<file path="src/hw/rtl/biq_pkg.sv">
// Shared types and constants of the biquad IIR filter.
// Depends on nothing; used by the top level.
package biq_pkg;

   // Fraction bits of the stored output and of the coefficients.
   localparam int STORE_FRAC = 8;
   localparam int COEF_FRAC  = 14;
   // Width of the stored (unscaled) output.
   localparam int Y_WIDTH    = 32;
   // Width of the register index on the configuration port.
   localparam int CSR_IDX_W  = 3;

   // Register indexes on the configuration port.
   localparam logic [CSR_IDX_W-1:0] REG_B0   = 3'd0;
   localparam logic [CSR_IDX_W-1:0] REG_B1   = 3'd1;
   localparam logic [CSR_IDX_W-1:0] REG_B2   = 3'd2;
   localparam logic [CSR_IDX_W-1:0] REG_A0   = 3'd3;
   localparam logic [CSR_IDX_W-1:0] REG_A1   = 3'd4;
   localparam logic [CSR_IDX_W-1:0] REG_A2   = 3'd5;
   localparam logic [CSR_IDX_W-1:0] REG_GAIN = 3'd6;

   // Product terms of the accumulation, in the order they are summed.
   localparam logic [2:0] TERM_B0 = 3'd0;
   localparam logic [2:0] TERM_B1 = 3'd1;
   localparam logic [2:0] TERM_B2 = 3'd2;
   localparam logic [2:0] TERM_A1 = 3'd3;
   localparam logic [2:0] TERM_A2 = 3'd4;

   typedef enum logic [6:0] {
      ST_IDLE = 7'b0000001,
      ST_MUL  = 7'b0000010,
      ST_PREP = 7'b0000100,
      ST_DIV  = 7'b0001000,
      ST_SAT  = 7'b0010000,
      ST_GAIN = 7'b0100000,
      ST_FIN  = 7'b1000000
   } state_type;

endpackage

</file>
<file path="src/hw/rtl/biquad_iir_filter.sv">
// The datapath is one bit-serial shift-add unit and one restoring divider, one bit per cycle
// each. The block works on one item at a time: the next item is taken once the previous one
// has left the sequencer.
// Reset (synchronous, active high) clears the history, the sequencer and the output valid,
// and loads the coefficient reset values.
// Biquad IIR section, direct form I, fixed point, bit-serial datapath.
// Depends on biq_pkg.
module biquad_iir_filter #(
   parameter int SAMPLE_WIDTH = 16,
   parameter int COEF_WIDTH   = 18
) (
   input  logic                                   clock,
   input  logic                                   reset,
   input  logic                                   req_valid,
   output logic                                   req_ready,
   input  logic signed [SAMPLE_WIDTH-1:0]         req_sample_in,
   output logic                                   rsp_valid,
   input  logic                                   rsp_ready,
   output logic signed [SAMPLE_WIDTH-1:0]         rsp_sample_out,
   output logic                                   rsp_clipped,
   input  logic                                   csr_valid,
   output logic                                   csr_ready,
   input  logic [biq_pkg::CSR_IDX_W-1:0]          csr_index,
   input  logic [COEF_WIDTH-1:0]                  csr_data
);

   localparam int FF_W   = SAMPLE_WIDTH + biq_pkg::STORE_FRAC;
   localparam int PROD_W = (FF_W > biq_pkg::Y_WIDTH) ? FF_W : biq_pkg::Y_WIDTH;
   localparam int ACC_W  = COEF_WIDTH + PROD_W + 3;
   localparam int CNT_W  = $clog2(ACC_W + 1);
   localparam int A0_W   = COEF_WIDTH - 1;
   localparam int SHIFT  = biq_pkg::STORE_FRAC + biq_pkg::COEF_FRAC;
   localparam int YW     = biq_pkg::Y_WIDTH;

   localparam logic signed [ACC_W-1:0] S_HI = ACC_W'((64'sd1 <<< (SAMPLE_WIDTH - 1)) - 64'sd1);
   localparam logic signed [ACC_W-1:0] S_LO = -S_HI - ACC_W'(1);
   localparam logic [ACC_W-1:0] Y_POS = ACC_W'((64'd1 << (YW - 1)) - 64'd1);
   localparam logic [ACC_W-1:0] Y_NEG = ACC_W'(64'd1 << (YW - 1));
   localparam logic signed [ACC_W-1:0] ROUND_HALF = ACC_W'(64'sd1 <<< (SHIFT - 1));

   // Coefficient registers.
   logic signed [COEF_WIDTH-1:0] b0_ff, b1_ff, b2_ff, a1_ff, a2_ff, gain_ff;
   logic [A0_W-1:0]              a0_ff;

   // History.
   logic signed [SAMPLE_WIDTH-1:0] x_ff, x1_ff, x2_ff;
   logic signed [YW-1:0]           y1_ff, y2_ff;

   // Sequencer and datapath.
   biq_pkg::state_type state_ff, state_in;
   logic signed [ACC_W-1:0] acc_ff, acc_in;
   logic signed [ACC_W-1:0] mcand_ff, mcand_in;
   logic [YW-1:0]           mplier_ff, mplier_in;
   logic [CNT_W-1:0]        cnt_ff, cnt_in;
   logic [2:0]              term_ff, term_in;
   logic [A0_W-1:0]         rem_ff, rem_in;
   logic                    neg_ff, neg_in;
   logic                    zero_ff, zero_in;
   logic                    clip_ff, clip_in;

   logic                           rsp_valid_ff, rsp_valid_in;
   logic signed [SAMPLE_WIDTH-1:0] rsp_sample_ff, rsp_sample_in;
   logic                           rsp_clip_ff, rsp_clip_in;

   // Operand selection for the start of a product term.
   logic [2:0]              term_sel;
   logic signed [ACC_W-1:0] ld_mc;
   logic [YW-1:0]           ld_md;

   logic                    last_bit;
   logic signed [ACC_W-1:0] addend, mac_sum;
   logic [A0_W:0]           rem_sh;
   logic                    q_bit;
   logic signed [YW-1:0]    y_val;
   logic                    y_clip;
   logic signed [ACC_W-1:0] s_val;
   logic                    out_free;

   assign req_ready      = (state_ff == biq_pkg::ST_IDLE);
   assign csr_ready      = 1'b1;
   assign rsp_valid      = rsp_valid_ff;
   assign rsp_sample_out = rsp_sample_ff;
   assign rsp_clipped    = rsp_clip_ff;
   assign out_free       = !rsp_valid_ff || rsp_ready;

   always_comb begin
      ld_mc = '0;
      ld_md = '0;
      unique case (term_sel)
         biq_pkg::TERM_B0: begin
            ld_mc = ACC_W'(b0_ff) <<< biq_pkg::STORE_FRAC;
            ld_md = YW'(x_ff);
         end
         biq_pkg::TERM_B1: begin
            ld_mc = ACC_W'(b1_ff) <<< biq_pkg::STORE_FRAC;
            ld_md = YW'(x1_ff);
         end
         biq_pkg::TERM_B2: begin
            ld_mc = ACC_W'(b2_ff) <<< biq_pkg::STORE_FRAC;
            ld_md = YW'(x2_ff);
         end
         biq_pkg::TERM_A1: begin
            ld_mc = -ACC_W'(a1_ff);
            ld_md = y1_ff;
         end
         biq_pkg::TERM_A2: begin
            ld_mc = -ACC_W'(a2_ff);
            ld_md = y2_ff;
         end
         default: begin
            ld_mc = '0;
            ld_md = '0;
         end
      endcase
   end

   // The multiplier's top bit carries negative weight, so the last step subtracts.
   always_comb begin
      if ((state_ff == biq_pkg::ST_MUL) && (term_ff <= biq_pkg::TERM_B2)) begin
         last_bit = (cnt_ff == CNT_W'(SAMPLE_WIDTH - 1));
      end else begin
         last_bit = (cnt_ff == CNT_W'(YW - 1));
      end
      addend  = mplier_ff[0] ? mcand_ff : '0;
      mac_sum = last_bit ? (acc_ff - addend) : (acc_ff + addend);
   end

   // Restoring division step on the magnitude held in the accumulator.
   always_comb begin
      rem_sh = {rem_ff, acc_ff[ACC_W-1]};
      q_bit  = (rem_sh >= {1'b0, a0_ff});
   end

   // Quotient to stored output, saturated to 32 bits. A zero divisor yields an
   // all-ones quotient, which saturates by sign, unless the sum itself was zero.
   always_comb begin
      y_clip = 1'b0;
      if (zero_ff) begin
         y_val = '0;
      end else if (!neg_ff) begin
         if (acc_ff > Y_POS) begin
            y_val  = YW'(Y_POS);
            y_clip = 1'b1;
         end else begin
            y_val = acc_ff[YW-1:0];
         end
      end else begin
         if (acc_ff > Y_NEG) begin
            y_val  = YW'(Y_NEG);
            y_clip = 1'b1;
         end else begin
            y_val = -acc_ff[YW-1:0];
         end
      end
   end

   assign s_val = acc_ff >>> SHIFT;

   always_comb begin
      state_in      = state_ff;
      acc_in        = acc_ff;
      mcand_in      = mcand_ff;
      mplier_in     = mplier_ff;
      cnt_in        = cnt_ff;
      term_in       = term_ff;
      rem_in        = rem_ff;
      neg_in        = neg_ff;
      zero_in       = zero_ff;
      clip_in       = clip_ff;
      rsp_valid_in  = rsp_valid_ff && !rsp_ready;
      rsp_sample_in = rsp_sample_ff;
      rsp_clip_in   = rsp_clip_ff;
      term_sel      = biq_pkg::TERM_B0;

      unique case (state_ff)
         biq_pkg::ST_IDLE: begin
            term_sel = biq_pkg::TERM_B0;
            if (req_valid) begin
               acc_in   = '0;
               term_in  = biq_pkg::TERM_B0;
               cnt_in   = '0;
               clip_in  = 1'b0;
               // The sample itself is still on the port in this cycle.
               mcand_in  = ACC_W'(b0_ff) <<< biq_pkg::STORE_FRAC;
               mplier_in = YW'(req_sample_in);
               state_in  = biq_pkg::ST_MUL;
            end
         end
         biq_pkg::ST_MUL: begin
            term_sel  = term_ff + 3'd1;
            acc_in    = mac_sum;
            mcand_in  = mcand_ff <<< 1;
            mplier_in = mplier_ff >> 1;
            cnt_in    = cnt_ff + CNT_W'(1);
            if (last_bit) begin
               cnt_in = '0;
               if (term_ff == biq_pkg::TERM_A2) begin
                  state_in = biq_pkg::ST_PREP;
               end else begin
                  term_in   = term_sel;
                  mcand_in  = ld_mc;
                  mplier_in = ld_md;
               end
            end
         end
         biq_pkg::ST_PREP: begin
            neg_in  = acc_ff[ACC_W-1];
            zero_in = (acc_ff == '0);
            acc_in  = acc_ff[ACC_W-1] ? -acc_ff : acc_ff;
            rem_in  = '0;
            cnt_in  = '0;
            state_in = biq_pkg::ST_DIV;
         end
         biq_pkg::ST_DIV: begin
            rem_in = q_bit ? A0_W'(rem_sh - {1'b0, a0_ff}) : rem_sh[A0_W-1:0];
            acc_in = {acc_ff[ACC_W-2:0], q_bit};
            cnt_in = cnt_ff + CNT_W'(1);
            if (cnt_ff == CNT_W'(ACC_W - 1)) begin
               state_in = biq_pkg::ST_SAT;
            end
         end
         biq_pkg::ST_SAT: begin
            clip_in   = y_clip;
            acc_in    = ROUND_HALF;
            mcand_in  = ACC_W'(gain_ff);
            mplier_in = y_val;
            cnt_in    = '0;
            state_in  = biq_pkg::ST_GAIN;
         end
         biq_pkg::ST_GAIN: begin
            acc_in    = mac_sum;
            mcand_in  = mcand_ff <<< 1;
            mplier_in = mplier_ff >> 1;
            cnt_in    = cnt_ff + CNT_W'(1);
            if (last_bit) begin
               state_in = biq_pkg::ST_FIN;
            end
         end
         biq_pkg::ST_FIN: begin
            if (out_free) begin
               rsp_valid_in = 1'b1;
               priority if (s_val > S_HI) begin
                  rsp_sample_in = SAMPLE_WIDTH'(S_HI);
                  rsp_clip_in   = 1'b1;
               end else if (s_val < S_LO) begin
                  rsp_sample_in = SAMPLE_WIDTH'(S_LO);
                  rsp_clip_in   = 1'b1;
               end else begin
                  rsp_sample_in = s_val[SAMPLE_WIDTH-1:0];
                  rsp_clip_in   = clip_ff;
               end
               state_in = biq_pkg::ST_IDLE;
            end
         end
         default: begin
            state_in = biq_pkg::ST_IDLE;
         end
      endcase
   end

   always_ff @(posedge clock) begin
      if (reset) begin
         state_ff     <= biq_pkg::ST_IDLE;
         rsp_valid_ff <= 1'b0;
         x1_ff        <= '0;
         x2_ff        <= '0;
         y1_ff        <= '0;
         y2_ff        <= '0;
      end else begin
         state_ff     <= state_in;
         rsp_valid_ff <= rsp_valid_in;
         if (state_ff == biq_pkg::ST_SAT) begin
            x2_ff <= x1_ff;
            x1_ff <= x_ff;
            y2_ff <= y1_ff;
            y1_ff <= y_val;
         end
      end
   end

   always_ff @(posedge clock) begin
      if (reset) begin
         b0_ff   <= COEF_WIDTH'(16384);
         b1_ff   <= '0;
         b2_ff   <= '0;
         a0_ff   <= A0_W'(16384);
         a1_ff   <= '0;
         a2_ff   <= '0;
         gain_ff <= COEF_WIDTH'(16384);
      end else if (csr_valid && csr_ready) begin
         unique case (csr_index)
            biq_pkg::REG_B0:   b0_ff   <= csr_data;
            biq_pkg::REG_B1:   b1_ff   <= csr_data;
            biq_pkg::REG_B2:   b2_ff   <= csr_data;
            biq_pkg::REG_A0:   a0_ff   <= csr_data[A0_W-1:0];
            biq_pkg::REG_A1:   a1_ff   <= csr_data;
            biq_pkg::REG_A2:   a2_ff   <= csr_data;
            biq_pkg::REG_GAIN: gain_ff <= csr_data;
            default: begin
            end
         endcase
      end
   end

   always_ff @(posedge clock) begin
      if (req_valid && req_ready) begin
         x_ff <= req_sample_in;
      end
      acc_ff        <= acc_in;
      mcand_ff      <= mcand_in;
      mplier_ff     <= mplier_in;
      cnt_ff        <= cnt_in;
      term_ff       <= term_in;
      rem_ff        <= rem_in;
      neg_ff        <= neg_in;
      zero_ff       <= zero_in;
      clip_ff       <= clip_in;
      rsp_sample_ff <= rsp_sample_in;
      rsp_clip_ff   <= rsp_clip_in;
   end

endmodule

</file>
<file path="config.mk">
export PLATFORM = sky130hd
export DESIGN_NAME = biquad_iir_filter
export DESIGN_NICKNAME = d
export VERILOG_FILES = /design/src/hw/rtl/biq_pkg.sv /design/src/hw/rtl/biquad_iir_filter.sv
export SDC_FILE = /design/constraint.sdc
export NUM_CORES = 1
export LEC_CHECK = 0
export BUFFER_PORTS_ARGS = -buffer_cell sky130_fd_sc_hd__buf_2
export CORE_AREA = 3 3 212 214
export DETAILED_ROUTE_END_ITERATION = 10
export DIE_AREA = 0 0 215 217
export PLACE_DENSITY = 0.85
export SLEW_MARGIN = 10
export SYNTH_ARGS = -nofsm -noshare
export SYNTH_HDL_FRONTEND = slang
export SYNTH_SLANG_ARGS = --single-unit
</file>
<file path="constraint.sdc">
create_clock -name clock -period 12.8 [get_ports clock]
set_input_delay 2.56 -clock clock [delete_from_list [all_inputs] [get_ports clock]]
set_output_delay 2.56 -clock clock [all_outputs]
set_load 0.01 [all_outputs]
</file>
# Yosys cells after proc, flatten, opt, wreduce, memory -nomap -nowiden
# Cells that the tools add are included.
dict set report word_totals {
  register_bits 429
  latchBits 0
  ramBits 0
  romBits 0
  inputBits 42
  output_inout_bits 20
  elab_cells 150
  memories 0
}
dict set report classes {
  addsub 9
  n_mul 0
  div 0
  magnitude_cmp 6
  eq_ne 29
  shift 0
  mux 46
  bitwise_logic 0
  reduce_logical 34
}
# cell n
set op_table {}
lappend op_table {{one-hot mux 53 bit (5 select lines)} 2}
lappend op_table {{2-to-1 mux 53 bit} 7}
lappend op_table {{2-to-1 mux 32 bit} 7}
lappend op_table {{one-hot mux 53 bit (4 select lines)} 1}
lappend op_table {{one-hot mux 32 bit (5 select lines)} 1}
lappend op_table {{one-hot mux 32 bit (4 select lines)} 1}
lappend op_table {{negation 18 -> 53 bit} 2}
lappend op_table {{adder 53 bit} 1}
lappend op_table {{> comparator 53 x 31 -> 1 bit, second input constant} 1}
lappend op_table {{> comparator 53 x 32 -> 1 bit, second input constant} 1}
lappend op_table {{zero test 53 bit} 1}
lappend op_table {{negation 53 bit} 1}
lappend op_table {{subtractor 53 bit} 1}
lappend op_table {{one-hot mux 7 bit (7 select lines)} 1}
lappend op_table {{2-to-1 mux 7 bit} 6}
lappend op_table {{one-hot mux 17 bit (2 select lines)} 1}
lappend op_table {{negation 32 bit} 1}
lappend op_table {{> comparator 31 x 16 -> 1 bit, second input constant} 1}
lappend op_table {{less-than comparator 31 x 16 -> 1 bit, second input constant} 1}
lappend op_table {{one-hot mux 6 bit (4 select lines)} 1}
lappend op_table {{AND reduction 2 bit} 12}
lappend op_table {{greater-or-equal comparator 18 x 17 -> 1 bit} 1}
lappend op_table {{2-to-1 mux 17 bit} 1}
lappend op_table {{subtractor 17 bit} 1}
lappend op_table {{other kinds (35)} 70}

# Depth between registers and ports, before layout
dict set report logic_depth {
  ltp_word 7
  depth_mapped 25
  mapped_depth_nobuf 22
}

# Worst setup path before layout
# No wires, ideal clock.
dict set report synth_timing {
  path_type {in2reg}
  start {input req_valid}
  end {register acc_ff[0] (enable)}
  setup_ps 540
  arrival_ps 6526
  path_slack_ps 5734
  cell_stages 2
  path_buffers 0
  path_cell_list {nor2b_1 > a211oi_1}
}
dict set report synth_via {
  elab_chain_len 2
}
# element line
set synth_lines {}
lappend synth_lines {{start, declared} biquad_iir_filter.sv:14} ;# input logic req_valid,
lappend synth_lines {{inequality test 2 bit (no source line)} --}
lappend synth_lines {{AND reduction 3 bit (no source line)} --}
lappend synth_lines {{end signal, assigned} biquad_iir_filter.sv:309} ;# acc_ff <= acc_in;
lappend synth_lines {{end, declared} biquad_iir_filter.sv:51} ;# logic signed [ACC_W-1:0] acc_ff, acc_in;
# Every way passes these cells.
# A chain may end at the register's enable or synchronous reset.

# Worst setup path in the final report
dict set report layout_timing {
  start {register state_ff[6]}
  end {register acc_ff[41] (data pin)}
}
dict set report layout_via {
  elab_chain_len 5
  word_cells_on_any_way 11
  classes_between {eq/ne: 6; mux: 3; reduce/logical: 2}
}
# element line
set layout_lines {}
lappend layout_lines {{start, declared} biquad_iir_filter.sv:50} ;# biq_pkg::state_type state_ff, state_in;
lappend layout_lines {{start signal, assigned} biquad_iir_filter.sv:263} ;# state_ff <= biq_pkg::ST_IDLE;
lappend layout_lines {{start signal, assigned} biquad_iir_filter.sv:270} ;# state_ff <= state_in;
lappend layout_lines {{== test 7 x 2 -> 1 bit} {biquad_iir_filter.sv:119, biquad_iir_filter.sv:175}}
lappend layout_lines {{logical AND 1 bit} biquad_iir_filter.sv:119} ;# if ((state_ff == biq_pkg::ST_MUL) && (term_ff <= biq_pkg::TERM_B2)) begin
lappend layout_lines {{2-to-1 mux 1 bit} biquad_iir_filter.sv:119}
lappend layout_lines {{2-to-1 mux 53 bit} biquad_iir_filter.sv:125} ;# mac_sum = last_bit ? (acc_ff - addend) : (acc_ff + addend);
lappend layout_lines {{one-hot mux 53 bit (5 select lines) *} biquad_iir_filter.sv:175} ;# unique case (state_ff)
lappend layout_lines {{net acc_in[41]} biquad_iir_filter.sv:51}
# The timed path passes the listed nets; every way through them passes the cells marked *.

==> impl_summary.log <==
[metrics] initial antenna violation count: 1
[metrics] final instance area: 28000 µm²
[metrics] Filler cells: 3509
[metrics] clock latency of the later-clocked register in the worst-skew pair: 0.61 ns
[metrics] largest fanout of any net on the critical path: 47
[metrics] number of CTS-inserted buffers: 45
[metrics] capture point of the worst reg-to-reg path: acc_ff[41]$_DFFE_PP_
[metrics] hold path startpoint: x2_ff[15]$_SDFFE_PP0P_
[metrics] max-slew headroom at the worst pin: 22.8%
[metrics] startpoint-to-endpoint class of the critical path: flop to flop
[metrics] CTS hold repair buffers: 0
[metrics] fraction of the mapped netlist area in compound gates: 24.2%
[metrics] final hold violation count: 0
[metrics] async set or reset register ratio after synthesis: 0%
[metrics] Congestion Overflow GR: 0
[metrics] top-area cell type share of the netlist area: 23.2%
[metrics] reg2reg setup slack: 6.36 ns
[metrics] fraction of the mapped netlist area in simple logic gates: 20.2%
[metrics] data required time at the worst endpoint: 13.08 ns
[metrics] list of most frequent post-synthesis cells: nand2_1, a21oi_1, dfxtp_1
[metrics] Tmin final: 6.44 ns
[metrics] Unique masters post-synth: 87
[metrics] pin count of the biggest net entering global routing: 127
[metrics] area used by sequential logic in the layout: 10600 µm²
[metrics] post-CTS setup buffers: 0
[metrics] Worst Setup End Kind: flop
[metrics] post-synthesis to final-layout area growth: 8.12%
[metrics] Cell Area, Synth: 25900 µm²
[metrics] overall power of the completed layout: 6.31 mW
[metrics] die area: 46700 µm²
[metrics] parity-gate share of the synthesized area counting xor and xnor cells: 5.38%
[metrics] Placer Congestion: 0.968
[metrics] count of input and output buffers: 60
[metrics] Arr. time, crit path: 6.72 ns
[metrics] flip-flop and latch count after synthesis: 429
[metrics] maximum buffer depth of the clock tree: 3
[metrics] number of clock sinks: 429
[metrics] via count of the first global-routing pass: 23.0k
[metrics] count of boundary I/O pins: 62
[metrics] setup repair after global routing missed its margin: no
[metrics] buffer cell driving the clock tree root: clkbuf_16
[metrics] antenna cells: 0
[metrics] dominant cells by area after synthesis: edfxtp_1, dfxtp_1, nand2_1
[metrics] Net count, final: 3146
[metrics] critical path startpoint category: flop
[metrics] post-place instance area: 26400 µm²
[metrics] cell with the most instances after synthesis: nand2_1
[metrics] minimum setup slack after placement: 6.50 ns
[metrics] routed via count divided by cell count: 6.73
[metrics] post-DR wirelength/cell: 21.8 µm
[metrics] Pins Over Slew Limit: 0
[metrics] Worst VDD drop: 137 µV
[metrics] result of the run: finished clean
[metrics] Synth Flop Type: dfxtp_1
[metrics] Synth Area in Adders: 4.36%
[metrics] routed wire length: 79200 µm
[metrics] Cells after Synth: 3096
[metrics] Pre-antenna DRT Iters: 6
[metrics] number of design-rule violations left by the first detailed-router iteration: 3431
[metrics] fraction of final layout cells sized beyond drive strength 1: 7.41%
[metrics] largest family of logic cells by synthesized area: compound AO/OA/AOI/OAI gates
[metrics] Hold EP: x2_ff[15]$_SDFFE_PP0P_
[metrics] number of instances on the worst hold path: 2
[metrics] x dimension of the die: 215 µm
[metrics] sequential-to-total area share from yosys stat: 40.9%
[metrics] portion of the clock cycle consumed by the worst path in the final layout: 50.3%
[metrics] DRC errors left: 0
[metrics] wire length of the first global-routing pass: 125000 µm
[metrics] multiplexer share of the synthesized area: 0.629%
[metrics] worst-case reg-to-reg path depth: 20
[metrics] count of warnings emitted by yosys: 0
[metrics] Setup Total Neg Slack: 0 ns
[metrics] quantity of gates resized following cts: 0
[metrics] total routing resource utilization after global routing: 32.9%
[metrics] static leakage: 10.1 nW
[metrics] clock input transition at the sequential cells of the worst setup and hold paths: 0.06 ns
[metrics] peak clock frequency supported by timing: 0.155 GHz
[metrics] max-cap violation count: 0
[metrics] Avg Cell Area, Syn: 8.35 µm²
[metrics] Cell Rows: 76
[metrics] combined area of the multi-input logic cells: 14300 µm²
[metrics] Antenna Nets Post-Route: 0
[metrics] Core ar.: 43100 µm²
[metrics] Setup-failing EPs final: 0
[metrics] HPWL after DPL: 54000 µm
[metrics] starting density of the core: 60.0%
[metrics] Pwr per Cell Area: 226 nW/µm²
[metrics] worst hold slack after final layout: 0.454 ns
[metrics] syn nets: 3227
[metrics] Hold/Removal Path Class: flop to flop
[metrics] Worst Clk Skew: 0.0381 ns
[metrics] Worst Tran Pin Value: 1.15 ns
[metrics] Die Y: 217 µm
[metrics] origin of the critical flop-to-flop path: state_ff[6]$_SDFFE_PP0P_
[metrics] cell accounting for the most synthesized area: edfxtp_1
[metrics] level count of the clock H-tree: 2
[metrics] CTS tree: yes
[metrics] number of flops mapped to enable cells by yosys: 200
[metrics] total number of vias: 24.4k
[metrics] Worst Setup Slack, final: 6.36 ns
==> worst max-delay path, cell delays in order (launching register included) <==
cell and delay [ns]:
dfxtp_1 0.39, nor3_1 0.47, nand4b_1 0.50, nor3_1 0.36, xnor2_1 0.19, or3_1 0.14
buf_4 0.42, nand2_1 0.13, xnor2_1 0.16, nand2_1 0.07, ha_1 0.38, a21o_1 0.21
a21oi_1 0.19, a21boi_0 0.25, a211oi_1 0.47, o21ai_0 0.31, o21a_1 0.33, a221oi_1 0.51
o21ai_0 0.26, xnor2_1 0.22, o221ai_1 0.16
==> placed cells by master, fill, tap and decap left out, drive strengths merged, types with 27 or more instances in the layout <==
cell type,count
dfxtp,229
o211ai,30
ha,87
or3,27
a21o,83
nor2,144
o221ai,29
edfxtp,200
nor4,29
nand3,70
a22oi,61
nand4,33
nand2,654
nor3,59
clkbuf,63
a21oi,374
xor2,66
buf,98
a222oi,28
a221oi,38
inv,66
xnor2,93
o21ai,142
==> flip-flops by register name, indices dropped and copies added, names as in the netlist, 3 cells and up <==
name,cells
a0_ff,17
a1_ff,18
a2_ff,18
acc_ff,53
b0_ff,18
b1_ff,18
b2_ff,18
cnt_ff,6
gain_ff,18
mcand_ff,53
mplier_ff,32
rem_ff,17
rsp_sample_out,16
state_ff,7
term_ff,3
x1_ff,16
x2_ff,16
x_ff,16
y1_ff,32
y2_ff,32
==> per-layer routing <==
layer	GRT usage, %	routed length (µm)
met1	45.5	31900
met2	52.1	35400
met3	5.08	8540
met4	13.6	3410
met5	0	13
==> through the flow <==
step	std cells	util (%)
global placement	3553	61.3
floorplan	3096	-
finish	3634	64.9
CTS	3634	64.9
global route	3634	64.9
detailed placement	3553	61.3
==> cell families after synthesis <==
logic type | Yosys count
fa+ha+maj | 89
compound gates | 963
mux | 16
xor+xnor | 159
flops | 429
other cells | 1
simple gates | 1152
buf+inv | 287
==> worst max-delay path by stage <==
stage	startpoint	endpoint	slack (ns)	cells past startpoint
2_1_floorplan	req_valid	acc_ff[0]$_DFFE_PP_	5.73	2
3_3_place_gp	state_ff[6]$_SDFFE_PP0P_	acc_ff[41]$_DFFE_PP_	6.73	19
3_5_place_dp	state_ff[6]$_SDFFE_PP0P_	acc_ff[41]$_DFFE_PP_	6.50	19
4_1_cts	state_ff[6]$_SDFFE_PP0P_	acc_ff[41]$_DFFE_PP_	6.46	19
5_1_grt	state_ff[6]$_SDFFE_PP0P_	acc_ff[41]$_DFFE_PP_	5.76	19
6_report	state_ff[6]$_SDFFE_PP0P_	acc_ff[41]$_DFFE_PP_	6.36	20
==> power breakdown <==
group / switching (mW) / internal [mW] / total (mW)
Sequential: 0.417 / 1.78 / 2.20
Clock: 0.575 / 0.815 / 1.39
Combinational: 1.70 / 1.02 / 2.72
Total: 2.69 / 3.62 / 6.31
==> cell type report <==
cell class              count  area share (%)
clock inverters            18           0.913
flip-flops and latches    429            37.9
well taps                 585            2.62
multi-input cells        2380            51.0
clock buffers              63            4.64
repair buffers             98            2.12
inverters                  61           0.819
No activity file was read; power rests on OpenSTA's default activity.
